## src/rtl/core/ps2_mouse_packet_tracker_unit_defines.svh

```systemverilog
// ----------------------------------------------------------------------------
// ps2 mouse packet tracker assertion macros
// shared property forms for the checks at the end of the top level
// ----------------------------------------------------------------------------
`ifndef PS2_MOUSE_PACKET_TRACKER_UNIT_DEFINES_SVH
`define PS2_MOUSE_PACKET_TRACKER_UNIT_DEFINES_SVH

// same-cycle implication, disabled while in reset
`define PMT_ASSERT_NOW(label, clk, rst_n, ante, cons, msg) \
	label: assert property (@(posedge clk) disable iff (!(rst_n)) (ante) |-> (cons)) \
		else $error(msg);

// next-cycle implication, disabled while in reset
`define PMT_ASSERT_NEXT(label, clk, rst_n, ante, cons, msg) \
	label: assert property (@(posedge clk) disable iff (!(rst_n)) (ante) |=> (cons)) \
		else $error(msg);

`endif

```

## src/rtl/core/pmt_pkg.sv

```systemverilog
// ----------------------------------------------------------------------------
// pmt_pkg
// types, constants and helpers shared by the ps2 mouse packet tracker
// ----------------------------------------------------------------------------
package pmt_pkg;

	// coordinate and register widths
	localparam int POS_W          = 12;
	localparam int COORD_BITS_DEF = 12;
	localparam int CFG_IDX_W      = 1;

	// register indices
	localparam logic [CFG_IDX_W-1:0] REG_MAX_X = 1'd0;
	localparam logic [CFG_IDX_W-1:0] REG_MAX_Y = 1'd1;

	// reset values
	localparam logic [POS_W-1:0] MAX_X_RST = 12'd1024;
	localparam logic [POS_W-1:0] MAX_Y_RST = 12'd768;
	localparam int               CUR_X_RST = 512;
	localparam int               CUR_Y_RST = 384;

	// header byte bit positions
	localparam int HDR_SYNC_BIT = 3;
	localparam int HDR_XOVF_BIT = 6;
	localparam int HDR_YOVF_BIT = 7;
	localparam int LEFT_BIT     = 0;

	// one assembled packet
	typedef struct packed {
		logic [7:0] header;
		logic [7:0] x_byte;
		logic [7:0] y_byte;
	} packet_t;

	// one decoded result
	typedef struct packed {
		logic [POS_W-1:0] pos_x;
		logic [POS_W-1:0] pos_y;
		logic [7:0]       delta_x;
		logic [7:0]       delta_y;
		logic [2:0]       buttons;
		logic             left_went_down;
		logic             left_went_up;
		logic             moved;
	} result_t;

	// saturate a signed sum to the range zero to lim
	function automatic logic [POS_W-1:0] clamp_pos(logic signed [POS_W+1:0] v,
			logic [POS_W-1:0] lim);
		logic [POS_W-1:0] r;
		if (v[POS_W+1]) begin
			r = '0;
		end else if (v[POS_W:0] > {1'b0, lim}) begin
			r = lim;
		end else begin
			r = v[POS_W-1:0];
		end
		return r;
	endfunction

endpackage

```

## src/rtl/core/pmt_assembler.sv

```systemverilog
// ----------------------------------------------------------------------------
// pmt_assembler
// byte phase tracking and header synchronisation for three-byte packets
// ----------------------------------------------------------------------------
module pmt_assembler (
	input  logic             clk,
	input  logic             arst_n,
	input  logic             en,
	input  logic [7:0]       data_byte,
	output logic             emit,
	output pmt_pkg::packet_t pkt
);
	import pmt_pkg::*;

	localparam logic [1:0] PH_HDR = 2'd0;
	localparam logic [1:0] PH_X   = 2'd1;
	localparam logic [1:0] PH_Y   = 2'd2;

	logic [1:0] phase_q;
	logic [7:0] header_q;
	logic [7:0] x_byte_q;

	// phase three behaves like the last byte
	assign emit = (phase_q != PH_HDR) && (phase_q != PH_X);

	assign pkt.header = header_q;
	assign pkt.x_byte = x_byte_q;
	assign pkt.y_byte = data_byte;

	always_ff @(posedge clk or negedge arst_n) begin
		if (!arst_n) begin
			phase_q <= PH_HDR;
		end else if (en) begin
			case (phase_q)
				PH_HDR: begin
					if (data_byte[HDR_SYNC_BIT]) phase_q <= PH_X;
				end
				PH_X: begin
					phase_q <= PH_Y;
				end
				PH_Y: begin
					phase_q <= PH_HDR;
				end
				default: begin
					phase_q <= PH_HDR;
				end
			endcase
		end
	end

	always_ff @(posedge clk) begin
		if (en && phase_q == PH_HDR && data_byte[HDR_SYNC_BIT]) header_q <= data_byte;
		if (en && phase_q == PH_X) x_byte_q <= data_byte;
	end

endmodule

```

## src/rtl/core/pmt_cursor.sv

```systemverilog
// ----------------------------------------------------------------------------
// pmt_cursor
// movement decode, clamped cursor update and left button edges
// ----------------------------------------------------------------------------
module pmt_cursor #(
	parameter int COORD_BITS = pmt_pkg::COORD_BITS_DEF
) (
	input  logic                     clk,
	input  logic                     arst_n,
	input  logic                     en,
	input  pmt_pkg::packet_t         pkt,
	input  logic [pmt_pkg::POS_W-1:0] max_x,
	input  logic [pmt_pkg::POS_W-1:0] max_y,
	output pmt_pkg::result_t         res
);
	import pmt_pkg::*;

	localparam int               COORD_MASK = (1 << COORD_BITS) - 1;
	localparam logic [POS_W-1:0] CAP = (COORD_BITS >= POS_W) ? {POS_W{1'b1}}
		: POS_W'(COORD_MASK);
	localparam logic [POS_W-1:0] X_RST = POS_W'(CUR_X_RST & COORD_MASK);
	localparam logic [POS_W-1:0] Y_RST = POS_W'(CUR_Y_RST & COORD_MASK);

	logic [POS_W-1:0]        cur_x_q;
	logic [POS_W-1:0]        cur_y_q;
	logic                    prev_left_q;
	logic [7:0]              dx;
	logic [7:0]              dy;
	logic [POS_W-1:0]        lim_x;
	logic [POS_W-1:0]        lim_y;
	logic signed [POS_W+1:0] sum_x;
	logic signed [POS_W+1:0] sum_y;
	logic [POS_W-1:0]        nx;
	logic [POS_W-1:0]        ny;
	logic                    left;

	always_comb begin
		dx    = pkt.header[HDR_XOVF_BIT] ? 8'd0 : pkt.x_byte;
		dy    = pkt.header[HDR_YOVF_BIT] ? 8'd0 : pkt.y_byte;
		lim_x = (max_x > CAP) ? CAP : max_x;
		lim_y = (max_y > CAP) ? CAP : max_y;
		// y counts down the screen
		sum_x = $signed({2'b00, cur_x_q}) + $signed({{(POS_W-6){dx[7]}}, dx});
		sum_y = $signed({2'b00, cur_y_q}) - $signed({{(POS_W-6){dy[7]}}, dy});
		nx    = clamp_pos(sum_x, lim_x);
		ny    = clamp_pos(sum_y, lim_y);
		left  = pkt.header[LEFT_BIT];

		res.pos_x          = nx;
		res.pos_y          = ny;
		res.delta_x        = dx;
		res.delta_y        = dy;
		res.buttons        = pkt.header[2:0];
		res.left_went_down = left && !prev_left_q;
		res.left_went_up   = !left && prev_left_q;
		res.moved          = (nx != cur_x_q) || (ny != cur_y_q);
	end

	always_ff @(posedge clk or negedge arst_n) begin
		if (!arst_n) begin
			cur_x_q     <= X_RST;
			cur_y_q     <= Y_RST;
			prev_left_q <= 1'b0;
		end else if (en) begin
			cur_x_q     <= nx;
			cur_y_q     <= ny;
			prev_left_q <= left;
		end
	end

endmodule

```

## src/rtl/core/ps2_mouse_packet_tracker_unit.sv

```systemverilog
// ----------------------------------------------------------------------------
// ps2_mouse_packet_tracker_unit
// three-byte ps2 mouse packet decoder with clamped cursor tracking
// ----------------------------------------------------------------------------
// takes one raw mouse byte per clock on the data channel and gives one result
// transaction for every completed three-byte packet. a byte is registered in
// the input stage, decoded by the packet assembler and cursor logic in the
// next cycle and written to the result register, and one byte per cycle is
// accepted for as long as the result side keeps up; a byte that completes
// no packet never waits on the result side. in phase zero, bytes without
// bit 3 set are dropped. the cursor saturates at zero and at max_x / max_y
// (and at 2^COORD_BITS - 1 when that is lower); y is inverted. max_x and
// max_y are written through the cfg port and should only be changed while
// no transaction is in flight.
`include "ps2_mouse_packet_tracker_unit_defines.svh"

module ps2_mouse_packet_tracker_unit #(
	parameter int COORD_BITS = pmt_pkg::COORD_BITS_DEF
) (
	input  logic                          clk,
	input  logic                          arst_n,
	// configuration
	input  logic                          cfg_write_en,
	input  logic [pmt_pkg::CFG_IDX_W-1:0] cfg_index,
	input  logic [pmt_pkg::POS_W-1:0]     cfg_data,
	// byte input
	input  logic                          data_valid,
	output logic                          data_stall,
	input  logic [7:0]                    data_byte,
	// results
	output logic                          result_valid,
	input  logic                          result_stall,
	output logic [pmt_pkg::POS_W-1:0]     pos_x,
	output logic [pmt_pkg::POS_W-1:0]     pos_y,
	output logic signed [7:0]             delta_x,
	output logic signed [7:0]             delta_y,
	output logic [2:0]                    buttons,
	output logic                          left_went_down,
	output logic                          left_went_up,
	output logic                          moved
);
	import pmt_pkg::*;

	// configuration registers
	logic [POS_W-1:0] max_x_q;
	logic [POS_W-1:0] max_y_q;

	// input stage
	logic             valid_s1;
	logic [7:0]       byte_s1;
	logic             adv_s1;
	logic             load_s1;

	// decode
	logic             emit;
	packet_t          pkt;
	result_t          res;

	// result register
	logic             res_valid_q;
	result_t          res_q;
	logic             take;
	logic             load_res;

	always_ff @(posedge clk or negedge arst_n) begin
		if (!arst_n) begin
			max_x_q <= MAX_X_RST;
			max_y_q <= MAX_Y_RST;
		end else if (cfg_write_en) begin
			case (cfg_index)
				REG_MAX_X: max_x_q <= cfg_data;
				REG_MAX_Y: max_y_q <= cfg_data;
				default: ;
			endcase
		end
	end

	// the input stage moves on when its byte makes no result or the result
	// register is free or being emptied this cycle
	assign take       = res_valid_q && !result_stall;
	assign adv_s1     = valid_s1 && (!emit || !res_valid_q || !result_stall);
	assign load_res   = adv_s1 && emit;
	assign data_stall = valid_s1 && !adv_s1;
	assign load_s1    = data_valid && !data_stall;

	always_ff @(posedge clk or negedge arst_n) begin
		if (!arst_n) begin
			valid_s1 <= 1'b0;
		end else if (load_s1) begin
			valid_s1 <= 1'b1;
		end else if (adv_s1) begin
			valid_s1 <= 1'b0;
		end
	end

	always_ff @(posedge clk) begin
		if (load_s1) byte_s1 <= data_byte;
	end

	pmt_assembler u_assembler (
		.clk       (clk),
		.arst_n    (arst_n),
		.en        (adv_s1),
		.data_byte (byte_s1),
		.emit      (emit),
		.pkt       (pkt)
	);

	pmt_cursor #(
		.COORD_BITS (COORD_BITS)
	) u_cursor (
		.clk    (clk),
		.arst_n (arst_n),
		.en     (load_res),
		.pkt    (pkt),
		.max_x  (max_x_q),
		.max_y  (max_y_q),
		.res    (res)
	);

	// result register, holds while stalled
	always_ff @(posedge clk or negedge arst_n) begin
		if (!arst_n) begin
			res_valid_q <= 1'b0;
		end else if (load_res) begin
			res_valid_q <= 1'b1;
		end else if (take) begin
			res_valid_q <= 1'b0;
		end
	end

	always_ff @(posedge clk) begin
		if (load_res) res_q <= res;
	end

	assign result_valid   = res_valid_q;
	assign pos_x          = res_q.pos_x;
	assign pos_y          = res_q.pos_y;
	assign delta_x        = $signed(res_q.delta_x);
	assign delta_y        = $signed(res_q.delta_y);
	assign buttons        = res_q.buttons;
	assign left_went_down = res_q.left_went_down;
	assign left_went_up   = res_q.left_went_up;
	assign moved          = res_q.moved;

	// checks
	`PMT_ASSERT_NEXT(a_load_gives_result, clk, arst_n, load_res, res_valid_q,
		"completed packet did not reach the result register")
	`PMT_ASSERT_NOW(a_empty_stage_not_stalled, clk, arst_n, !valid_s1, !data_stall,
		"input stalled with an empty input stage")
	`PMT_ASSERT_NOW(a_left_edges_consistent, clk, arst_n, res_valid_q,
		(!(res_q.left_went_down && res_q.left_went_up)) &&
		(!res_q.left_went_down || res_q.buttons[LEFT_BIT]) &&
		(!res_q.left_went_up || !res_q.buttons[LEFT_BIT]),
		"left button edge flags disagree with button state")

endmodule

```

## config.mk

```make
export PLATFORM = sky130hd
export DESIGN_NAME = ps2_mouse_packet_tracker_unit
export DESIGN_NICKNAME = d
export VERILOG_FILES = /design/src/rtl/core/pmt_pkg.sv /design/src/rtl/core/pmt_assembler.sv /design/src/rtl/core/pmt_cursor.sv /design/src/rtl/core/ps2_mouse_packet_tracker_unit.sv
export VERILOG_INCLUDE_DIRS = /design/src /design/src/rtl/core
export SDC_FILE = /design/constraint.sdc
export NUM_CORES = 1
export LEC_CHECK = 0
export ABC_AREA = 0
export BUFFER_PORTS_ARGS = -buffer_cell sky130_fd_sc_hd__buf_2
export CAP_MARGIN = 20
export CORE_AREA = 2 2 112 114
export DETAILED_ROUTE_END_ITERATION = 16
export DIE_AREA = 0 0 114 116
export GPL_TIMING_DRIVEN = 0
export PLACE_DENSITY = 0.85
export SYNTH_ARGS = -nofsm -noshare
export SYNTH_HDL_FRONTEND = slang
export SYNTH_SLANG_ARGS = --single-unit
```

## constraint.sdc

```tcl
create_clock -name clk -period 5.2 [get_ports clk]
set_input_delay 1.04 -clock clk [delete_from_list [all_inputs] [get_ports clk]]
set_output_delay 1.04 -clock clk [all_outputs]
set_load 0.01 [all_outputs]
```

Word level (Yosys, flattened, before mapping). Cells that the tools add are included.

Word-level logic and storage cells: 73. Output and inout port bits: 48. Input bits: 26. Flip-flop bits (word level): 123.

Reductions and logical operators: 28. Mux-type cells: 14. Add/sub/neg operators: 2. $lt $le $gt $ge: 4. Bitwise logic cells: 1. Eq/ne operators: 5.

Operators by type and width (count): 2-to-1 mux 12 bit (6); greater-than comparator 13 x 12 -> 1 bit (2); greater-than comparator 12 bit (second input constant) (2); inequality test 12 bit (2); 2-to-1 mux 8 bit (2); adder 13 x 8 -> 14 bit (1); subtractor 13 x 8 -> 14 bit (1); logical AND 1 bit (11); logical NOT 1 bit (7); AND reduction 2 bit (3); nonzero test 2 bit (3); 2-to-1 mux 1 bit (4); case mux 2 bit (2 select lines) (1); logical OR 1 bit (3); equality test 2 x 1 -> 1 bit (second input constant) (1); logical NOT 2 bit (1); 2-to-1 mux 2 bit (1); inequality test 2 x 1 -> 1 bit (second input constant) (1); inequality test 2 bit (second input constant) (1); NOT 1 bit (1).

Logic depth before layout (Yosys ltp). Gate-level depths: netlist (run 1).

Depth in word-level cells: 11. Mapped depth: 21. Gate-level depth less buffers: 20.

By module. From an unflattened synthesis (run 1), not the netlist that was laid out.

Cells, all modules: 692. Area total of the unflattened synthesis: 7517.2 sq um.

Modules (own cells, without submodules): pmt_cursor (instances 1, cells an instance 542, seq. area each 629.4 sq um, area each 4205.3 sq um); ps2_mouse_packet_tracker_unit (instances 1, cells an instance 118, seq. area each 2275.9 sq um, area each 2677.6 sq um); pmt_assembler (instances 1, cells an instance 32, seq. area each 530.5 sq um, area each 634.4 sq um).

Least setup slack after synthesis (run 1). OpenSTA, ideal clock, no wires.

Path kind: flip-flop to flip-flop. Start: register u_assembler.header_q[6]. End: register res_q (netlist bit moved), data pin. Cell stages (with the launch flop): 18. Library setup time: 0.273 ns. Setup slack: 0.621 ns. Required time: 4.927 ns. Arrival time: 4.306 ns. Path buffers: 2. Clock period less this slack: 4.579 ns. Cell sequence: edfxtp_1 nand2b_1 buf_4 inv_1 ha_1 a21o_1 a31oi_1 o21ai_0 xnor2_1 ha_1 a2111oi_0 a31o_2 clkbuf_1 a211oi_1 or3_1 a21o_1 nor4_1 nand4_1.

RTL lines: start: declaration (line pmt_assembler.sv:20) `logic [7:0] header_q;`; start signal: assignment (line pmt_assembler.sv:52) `if (en && phase_q == PH_HDR && data_byte[HDR_SYNC_BIT]) header_q <= data_byte;`; end signal: assignment (line ps2_mouse_packet_tracker_unit.sv:133) `if (load_res) res_q <= res;`; end: declaration (line ps2_mouse_packet_tracker_unit.sv:61) `result_t res_q;`.

==> results of run 1 <==
-- power by group --
group | internal, W | switching (W)
clock network | 0.000665 | 0.000458
logic | 0.00124 | 0.00190
registers | 0.00131 | 0.000192
-- final cells by class --
| cell class | count | area share |
|---|---|---|
| repair buffers | 81 | 0.0541 |
| flip-flops and latches | 120 | 0.398 |
| clock inverters | 15 | 0.0168 |
| inverters | 64 | 0.0290 |
| well taps | 147 | 0.0219 |
| clock buffers | 17 | 0.0506 |
| plain buffers | 19 | 0.0114 |
| multi-input cells | 485 | 0.419 |
-- flip-flops by register name (all words and copies together), names as in the netlist, 5 cells and up --
| signal | flops |
|---|---|
| max_x_q | 12 |
| max_y_q | 12 |
| pos_x | 12 |
| pos_y | 12 |
| u_cursor.cur_x_q | 12 |
| u_cursor.cur_y_q | 12 |
| byte_s1 | 8 |
| delta_x | 8 |
| delta_y | 8 |
| u_assembler.x_byte_q | 8 |
| u_assembler.header_q | 5 |
-- layer usage --
layer  up-vias  GRT usage  part of all wire
met5         -          0                 0
met4         0      0.117             0.025
met3        40     0.0596             0.068
met2       243      0.464              0.48
met1      2808      0.390              0.43
li1       2729          -                 -
-- cell usage after synthesis, drive strengths merged (7+ instances only) --
cell and count:
xnor2 16, nand3 13, inv 63, dfrtp 47, a211oi 10, mux2i 10
nand2b 14, ha 52, o21ai 40, mux2 16, nor4 8, a21o 9
a21oi 31, o21a 7, nor3 15, nor2 32, or2 11, nor2b 18
nand4 14, o31ai 14, a31oi 7, xor2 8, edfxtp 67, nand2 69
or3 10, clkbuf 13
-- critical path, stage by stage, from the launching register on --
cell and delay [ps]:
edfxtp_1 410, nand2b_1 170, buf_4 200, clkinvlp_4 180, ha_1 420, a21o_1 220
a31oi_1 270, o21ai_1 200, xnor2_1 300, ha_1 340, a2111oi_4 360, a31oi_2 200
buf_4 220, o211ai_1 170, o31ai_1 130, a22o_1 320, xor2_1 180, nor3_1 270
nand4_1 150
-- cell families (layout without fill, tap and decap cells) --
logic type      count (synthesis)  count (layout)
flops                         120             120
fa+ha+maj                      54              54
simple gates                  217             217
xor+xnor                       24              24
mux                            26              26
compound gates                164             164
buf+inv                        83             196
-- worst min path at each step --
| stage | start | end | slack [ps] | cells after the start |
|---|---|---|---|---|
| 2_1_floorplan | u_assembler.header_q[1] | buttons[1] | 400 | 0 |
| 3_3_place_gp | u_assembler.header_q[2] | buttons[2] | 400 | 0 |
| 3_5_place_dp | u_assembler.header_q[2] | buttons[2] | 410 | 0 |
| 4_1_cts | u_assembler.header_q[2] | buttons[2] | 420 | 0 |
| 5_1_grt | u_assembler.header_q[2] | buttons[2] | 430 | 0 |
| 6_report | u_assembler.header_q[2] | buttons[2] | 430 | 0 |
-- stage by stage --
step                instances  cell area, um^2
finish                    948             8410
global route              948             8410
CTS                       943             8270
detailed placement        910             7680
global placement          908             7630
floorplan                 688             7080
-- what timing repair did --
item,in CTS,in global routing
pin swaps,0,4
buffers inserted,1,4
endpoints found under the setup margin,3,1
hold buffers,0,0
gates resized for setup,7,26
==> results.ini, run 1 <==
[run_status]
outcome=finished, final reports clean

[cells_and_area]
utilization=0.706
multi_input_area_mm2=0.00352
fillers=889
seqCellArea_mm2=0.00335
layout-drive-gt1-share=0.230
final_common_cell=buf_2
nets=868
area_growth_pct=18.9
final_cell_mix=76 x buf_2, 69 x nand2_1, 67 x edfxtp_1, 62 x inv_1, 52 x ha_1
antenna_cells=0

[timing]
timing.final.crit_share=0.961
finalSetupViolations=0
maxSlewViolCount=0
whs_ps=435
final-hold-violation-count=0
fmax_mhz=200
layout_min_cycle_time_ps=5000
setup_ws_ps=201
fin_skew_ps=9.18
worst_pin_slew_ps=841
relSlewSlack=0.439
tns_ps=0

[synth]
synth_flop_cell=edfxtp_1
synth_top_area_share=0.284
syn_nets=768
synthArstFlopShare=0.442
seq_area_frac_synth=0.473
synthMuxAreaShare=0.0396
netlist_area_mm2=0.00708
synthXorXnorAreaFrac=0.0308
synth_seq_cells=120
syn_avg_cell_area_um2=10.3
synth_warnings=0
synth_top_family_by_area=compound AO/OA/AOI/OAI gates
synth_edf_count=67
synth.area.top_cells=edfxtp_1 28%, dfrtp_1 17%, ha_1 9.2%
synth_compound_area_frac=0.158
synthAdderAreaFrac=0.0976
synth-simple-area-share=0.154
ys_types=66
netlist.top_cell.by_area=edfxtp_1
synthCells=688

[critical_path]
timing.setup.critical_path_class=register to register
cp-startpoint=u_assembler.header_q[6]
critPathArrivalTime_ps=5150
end_kind=register
setup.worst_path.end=moved
reg2reg_to=moved
ff2ff_setup_slack_ps=200
cp-start-kind=register
r2r_start=u_assembler.header_q[6]
cp.required_ps=5350
cp_max_fo=10
worstRegToRegCells=18

[placed_design]
gp_congestion=0.932
pre_cts_ws_ps=-422
hpwl_um=13900
io_buffer_count=73

[routing]
wl_um=18400
avgViaCountPerCell=6.14
drt_pass1_iterations=7
wire_per_inst_um=19.4
route.detailed.drc=0
drtIter0Drc=602
detail-route-antenna-nets=0
num_vias=5820

[die]
fp.coreArea_mm2=0.0119
rows=40
start_util=0.594
die-area_mm2=0.0132
die_w_um=114
ios=74
die-height_um=116

[run]
maxCapViolations=0

[power_and_ir_drop]
p_leak_nw=3.74
fin_total_pwr_w=0.00576
ir_worst_vdd_mv=0.415
powerDensity_mw_per_mm2=685

[clock_network]
cts_root_buf=clkbuf_16
worstSkewPairLatency_ps=430
h-tree-depth=4
cts.clk_slew.worst_paths_ps=60
tritoncts=built
clk_path_buf_depth=2
cts_buffers=17
clock-sinks=120

[global_route]
grt_usage=0.290
grt_antenna_before_repair=0
grt_start_max_net_pins=40
grt_remaining_overflow=0
grt_pass1_wl_um=28900
grt_pass1_vias=5543

[hold_path]
hp-class=register to register

Power figures use the tool's default switching activity.
==> inputs of run 2 (changes only) <==
--- a/config.mk
+++ b/config.mk
@@ -9,11 +9,11 @@
 export ABC_AREA = 0
 export BUFFER_PORTS_ARGS = -buffer_cell sky130_fd_sc_hd__buf_2
 export CAP_MARGIN = 20
-export CORE_AREA = 2 2 112 114
+export CORE_AREA = 2 2 157 159
 export DETAILED_ROUTE_END_ITERATION = 16
-export DIE_AREA = 0 0 114 116
+export DIE_AREA = 0 0 159 161
 export GPL_TIMING_DRIVEN = 0
-export PLACE_DENSITY = 0.85
+export PLACE_DENSITY = 0.51
 export SYNTH_ARGS = -nofsm -noshare
 export SYNTH_HDL_FRONTEND = slang
 export SYNTH_SLANG_ARGS = --single-unit
==> results.ini, run 2 (same netlist as run 1, synthesis figures left out) <==
[die]
die-height_um=161  ; +39%
rows=57  ; +43%
start_util=0.295  ; -0.299
die_w_um=159  ; +39%
die-area_mm2=0.0256  ; +94%
fp.coreArea_mm2=0.0240  ; +100%
ios=74  ; unchanged

[power_and_ir_drop]
sw_frac_of_total=0.428  ; -0.0137
p_int_w=0.00342  ; +6.4%
power_frac_clock=0.219  ; +0.024
combinationalPowerShare=0.531  ; -0.013
p_leak_nw=3.79  ; +1.4%
p_switching_w=0.00256  ; +0.64%
seqPwrFrac=0.249  ; -0.012
ir_worst_vdd_mv=0.260  ; -37%
powerDensity_mw_per_mm2=679  ; -0.89%

[routing]
drtIter0Drc=357  ; -41%
avgViaCountPerCell=4.97  ; -19%
detail-route-antenna-nets=0  ; unchanged
wire_per_inst_um=17.3  ; -11%
route.detailed.drc=0  ; unchanged
drt_pass1_iterations=5  ; -2
num_vias=5611  ; -3.6%
wl_um=19600  ; +6.4%

[placed_design]
pre_cts_ws_ps=-539  ; -117 ps
io_buffer_count=73  ; unchanged
dpl.cell_count=1088  ; +20%
hpwl_um=14900  ; +7.3%
gp_congestion=0.864  ; -7.3%

[global_route]
grt_start_max_net_pins=37  ; -7.5%
grt_pass1_wl_um=30900  ; +6.9%
grt_remaining_overflow=0  ; unchanged
grt_pass1_vias=5510  ; -0.60%
grt_antenna_before_repair=3  ; +3
grt_usage=0.155  ; -0.135

[clock_network]
tritoncts=built
cts_hold_buffers=0  ; unchanged
h-tree-depth=4  ; unchanged
cts_buffers=17  ; unchanged
cts_root_buf=clkbuf_16
worstSkewPairLatency_ps=420  ; about the same
cts.clk_slew.worst_paths_ps=60  ; about the same
clk_path_buf_depth=2  ; unchanged
clock-sinks=120  ; unchanged

[timing]
worst_pin_slew_ps=886  ; +45.1 ps
fmax_mhz=203  ; +1.4%
whs_ps=425  ; -9.88 ps
finalSetupViolations=0  ; unchanged
setup_ws_ps=272  ; +70.6 ps
fin_skew_ps=8.98  ; -0.205 ps
relSlewSlack=0.405  ; -0.0346
layout_min_cycle_time_ps=4930  ; -70.6 ps
final-hold-violation-count=0  ; unchanged
timing.final.crit_share=0.948  ; -0.0136
maxSlewViolCount=0  ; unchanged

[critical_path]
ff2ff_setup_slack_ps=270  ; +70 ps
cp-startpoint=u_assembler.header_q[6]
cp-start-kind=register
r2r_start=u_assembler.header_q[6]
end_kind=register
critPathArrivalTime_ps=5050  ; -100 ps
timing.setup.critical_path_class=register to register
cp.required_ps=5320  ; -30 ps
worstRegToRegCells=19  ; +1
cp_max_fo=10  ; unchanged
reg2reg_to=moved
setup.worst_path.end=moved

[cells_and_area]
layout-drive-gt1-share=0.257  ; +0.0268
fin_cells=1128  ; +19%
nets=870  ; +0.23%
fillers=2432  ; +170%
final_cell_mix=77 x buf_2, 69 x nand2_1, 67 x edfxtp_1, 62 x inv_1, 47 x dfrtp_1
area_growth_pct=24.6
utilization=0.368  ; -0.338
final_common_cell=buf_2

[hold_path]
hp-class=register to register

[run]
maxCapViolations=0  ; unchanged

[run_status]
outcome=finished, final reports clean

-- run 2: power by group through the flow --
| stage | registers [W] | clock network (W) | logic [W] |
|---|---|---|---|
| floorplan | 0.00150 | 0 | 0.00208 |
| finish | 0.00149 | 0.00131 | 0.00318 |
| CTS | 0.00149 | 0.00134 | 0.00299 |
| global route | 0.00152 | 0.00138 | 0.00351 |
| global placement | 0.00152 | 0 | 0.00291 |
| detailed placement | 0.00151 | 0 | 0.00294 |
-- run 2: critical path, cell delays in order (launching register included) --
cell	delay, ps
edfxtp_1	470
nand2b_1	150
buf_4	200
clkinvlp_4	200
ha_2	360
a21oi_1	160
o21ai_1	100
or2_2	290
o221ai_2	230
inv_1	80
ha_1	330
nand4_1	140
o32ai_2	330
a31o_2	180
clkbuf_4	220
a211oi_1	120
or3_1	330
a21o_1	180
nor4_1	330
nand4_1	210
-- run 2: layout make-up --
cell class,instances,area (um^2),share of cell area
diodes,1,2.50,0.000284
plain buffers,19,98.8,0.0112
clock buffers,17,425,0.0482
clock inverters,15,221,0.0251
inverters,64,244,0.0277
multi-input cells,485,3610,0.410
flip-flops and latches,120,3350,0.379
well taps,324,405,0.0460
repair buffers,83,463,0.0525
-- run 2: per-layer routing --
metal	up-vias	part of all wire	track usage
li1	2743	-	-
met1	2705	0.47	0.209
met2	140	0.47	0.253
met3	19	0.048	0.0306
met4	4	0.0098	0.0475
met5	-	0.00082	0
-- run 2: repair_timing --
item	4_1_cts	5_1_grt
buffers inserted	3	4
resized for setup	10	46
pin swaps	0	9
endpoints found under the setup margin	1	1
-- run 2: worst min path at each step --
stage          cells after the start         end  slack (ps)                     from
2_1_floorplan                      0  buttons[1]         400  u_assembler.header_q[1]
3_3_place_gp                       0  buttons[1]         410  u_assembler.header_q[1]
3_5_place_dp                       0  buttons[1]         410  u_assembler.header_q[1]
4_1_cts                            0  buttons[1]         420  u_assembler.header_q[1]
5_1_grt                            0  buttons[1]         440  u_assembler.header_q[1]
6_report                           0  buttons[1]         430  u_assembler.header_q[1]
-- run 2: stage by stage --
step | TNS (ps) | cell area, um^2 | power [W]
floorplan | 0 | 7080 | 0.00358
global placement | -551 | 7850 | 0.00443
detailed placement | -539 | 7900 | 0.00445
CTS | 0 | 8600 | 0.00582
global route | -19.6 | 8820 | 0.00640
finish | 0 | 8820 | 0.00599
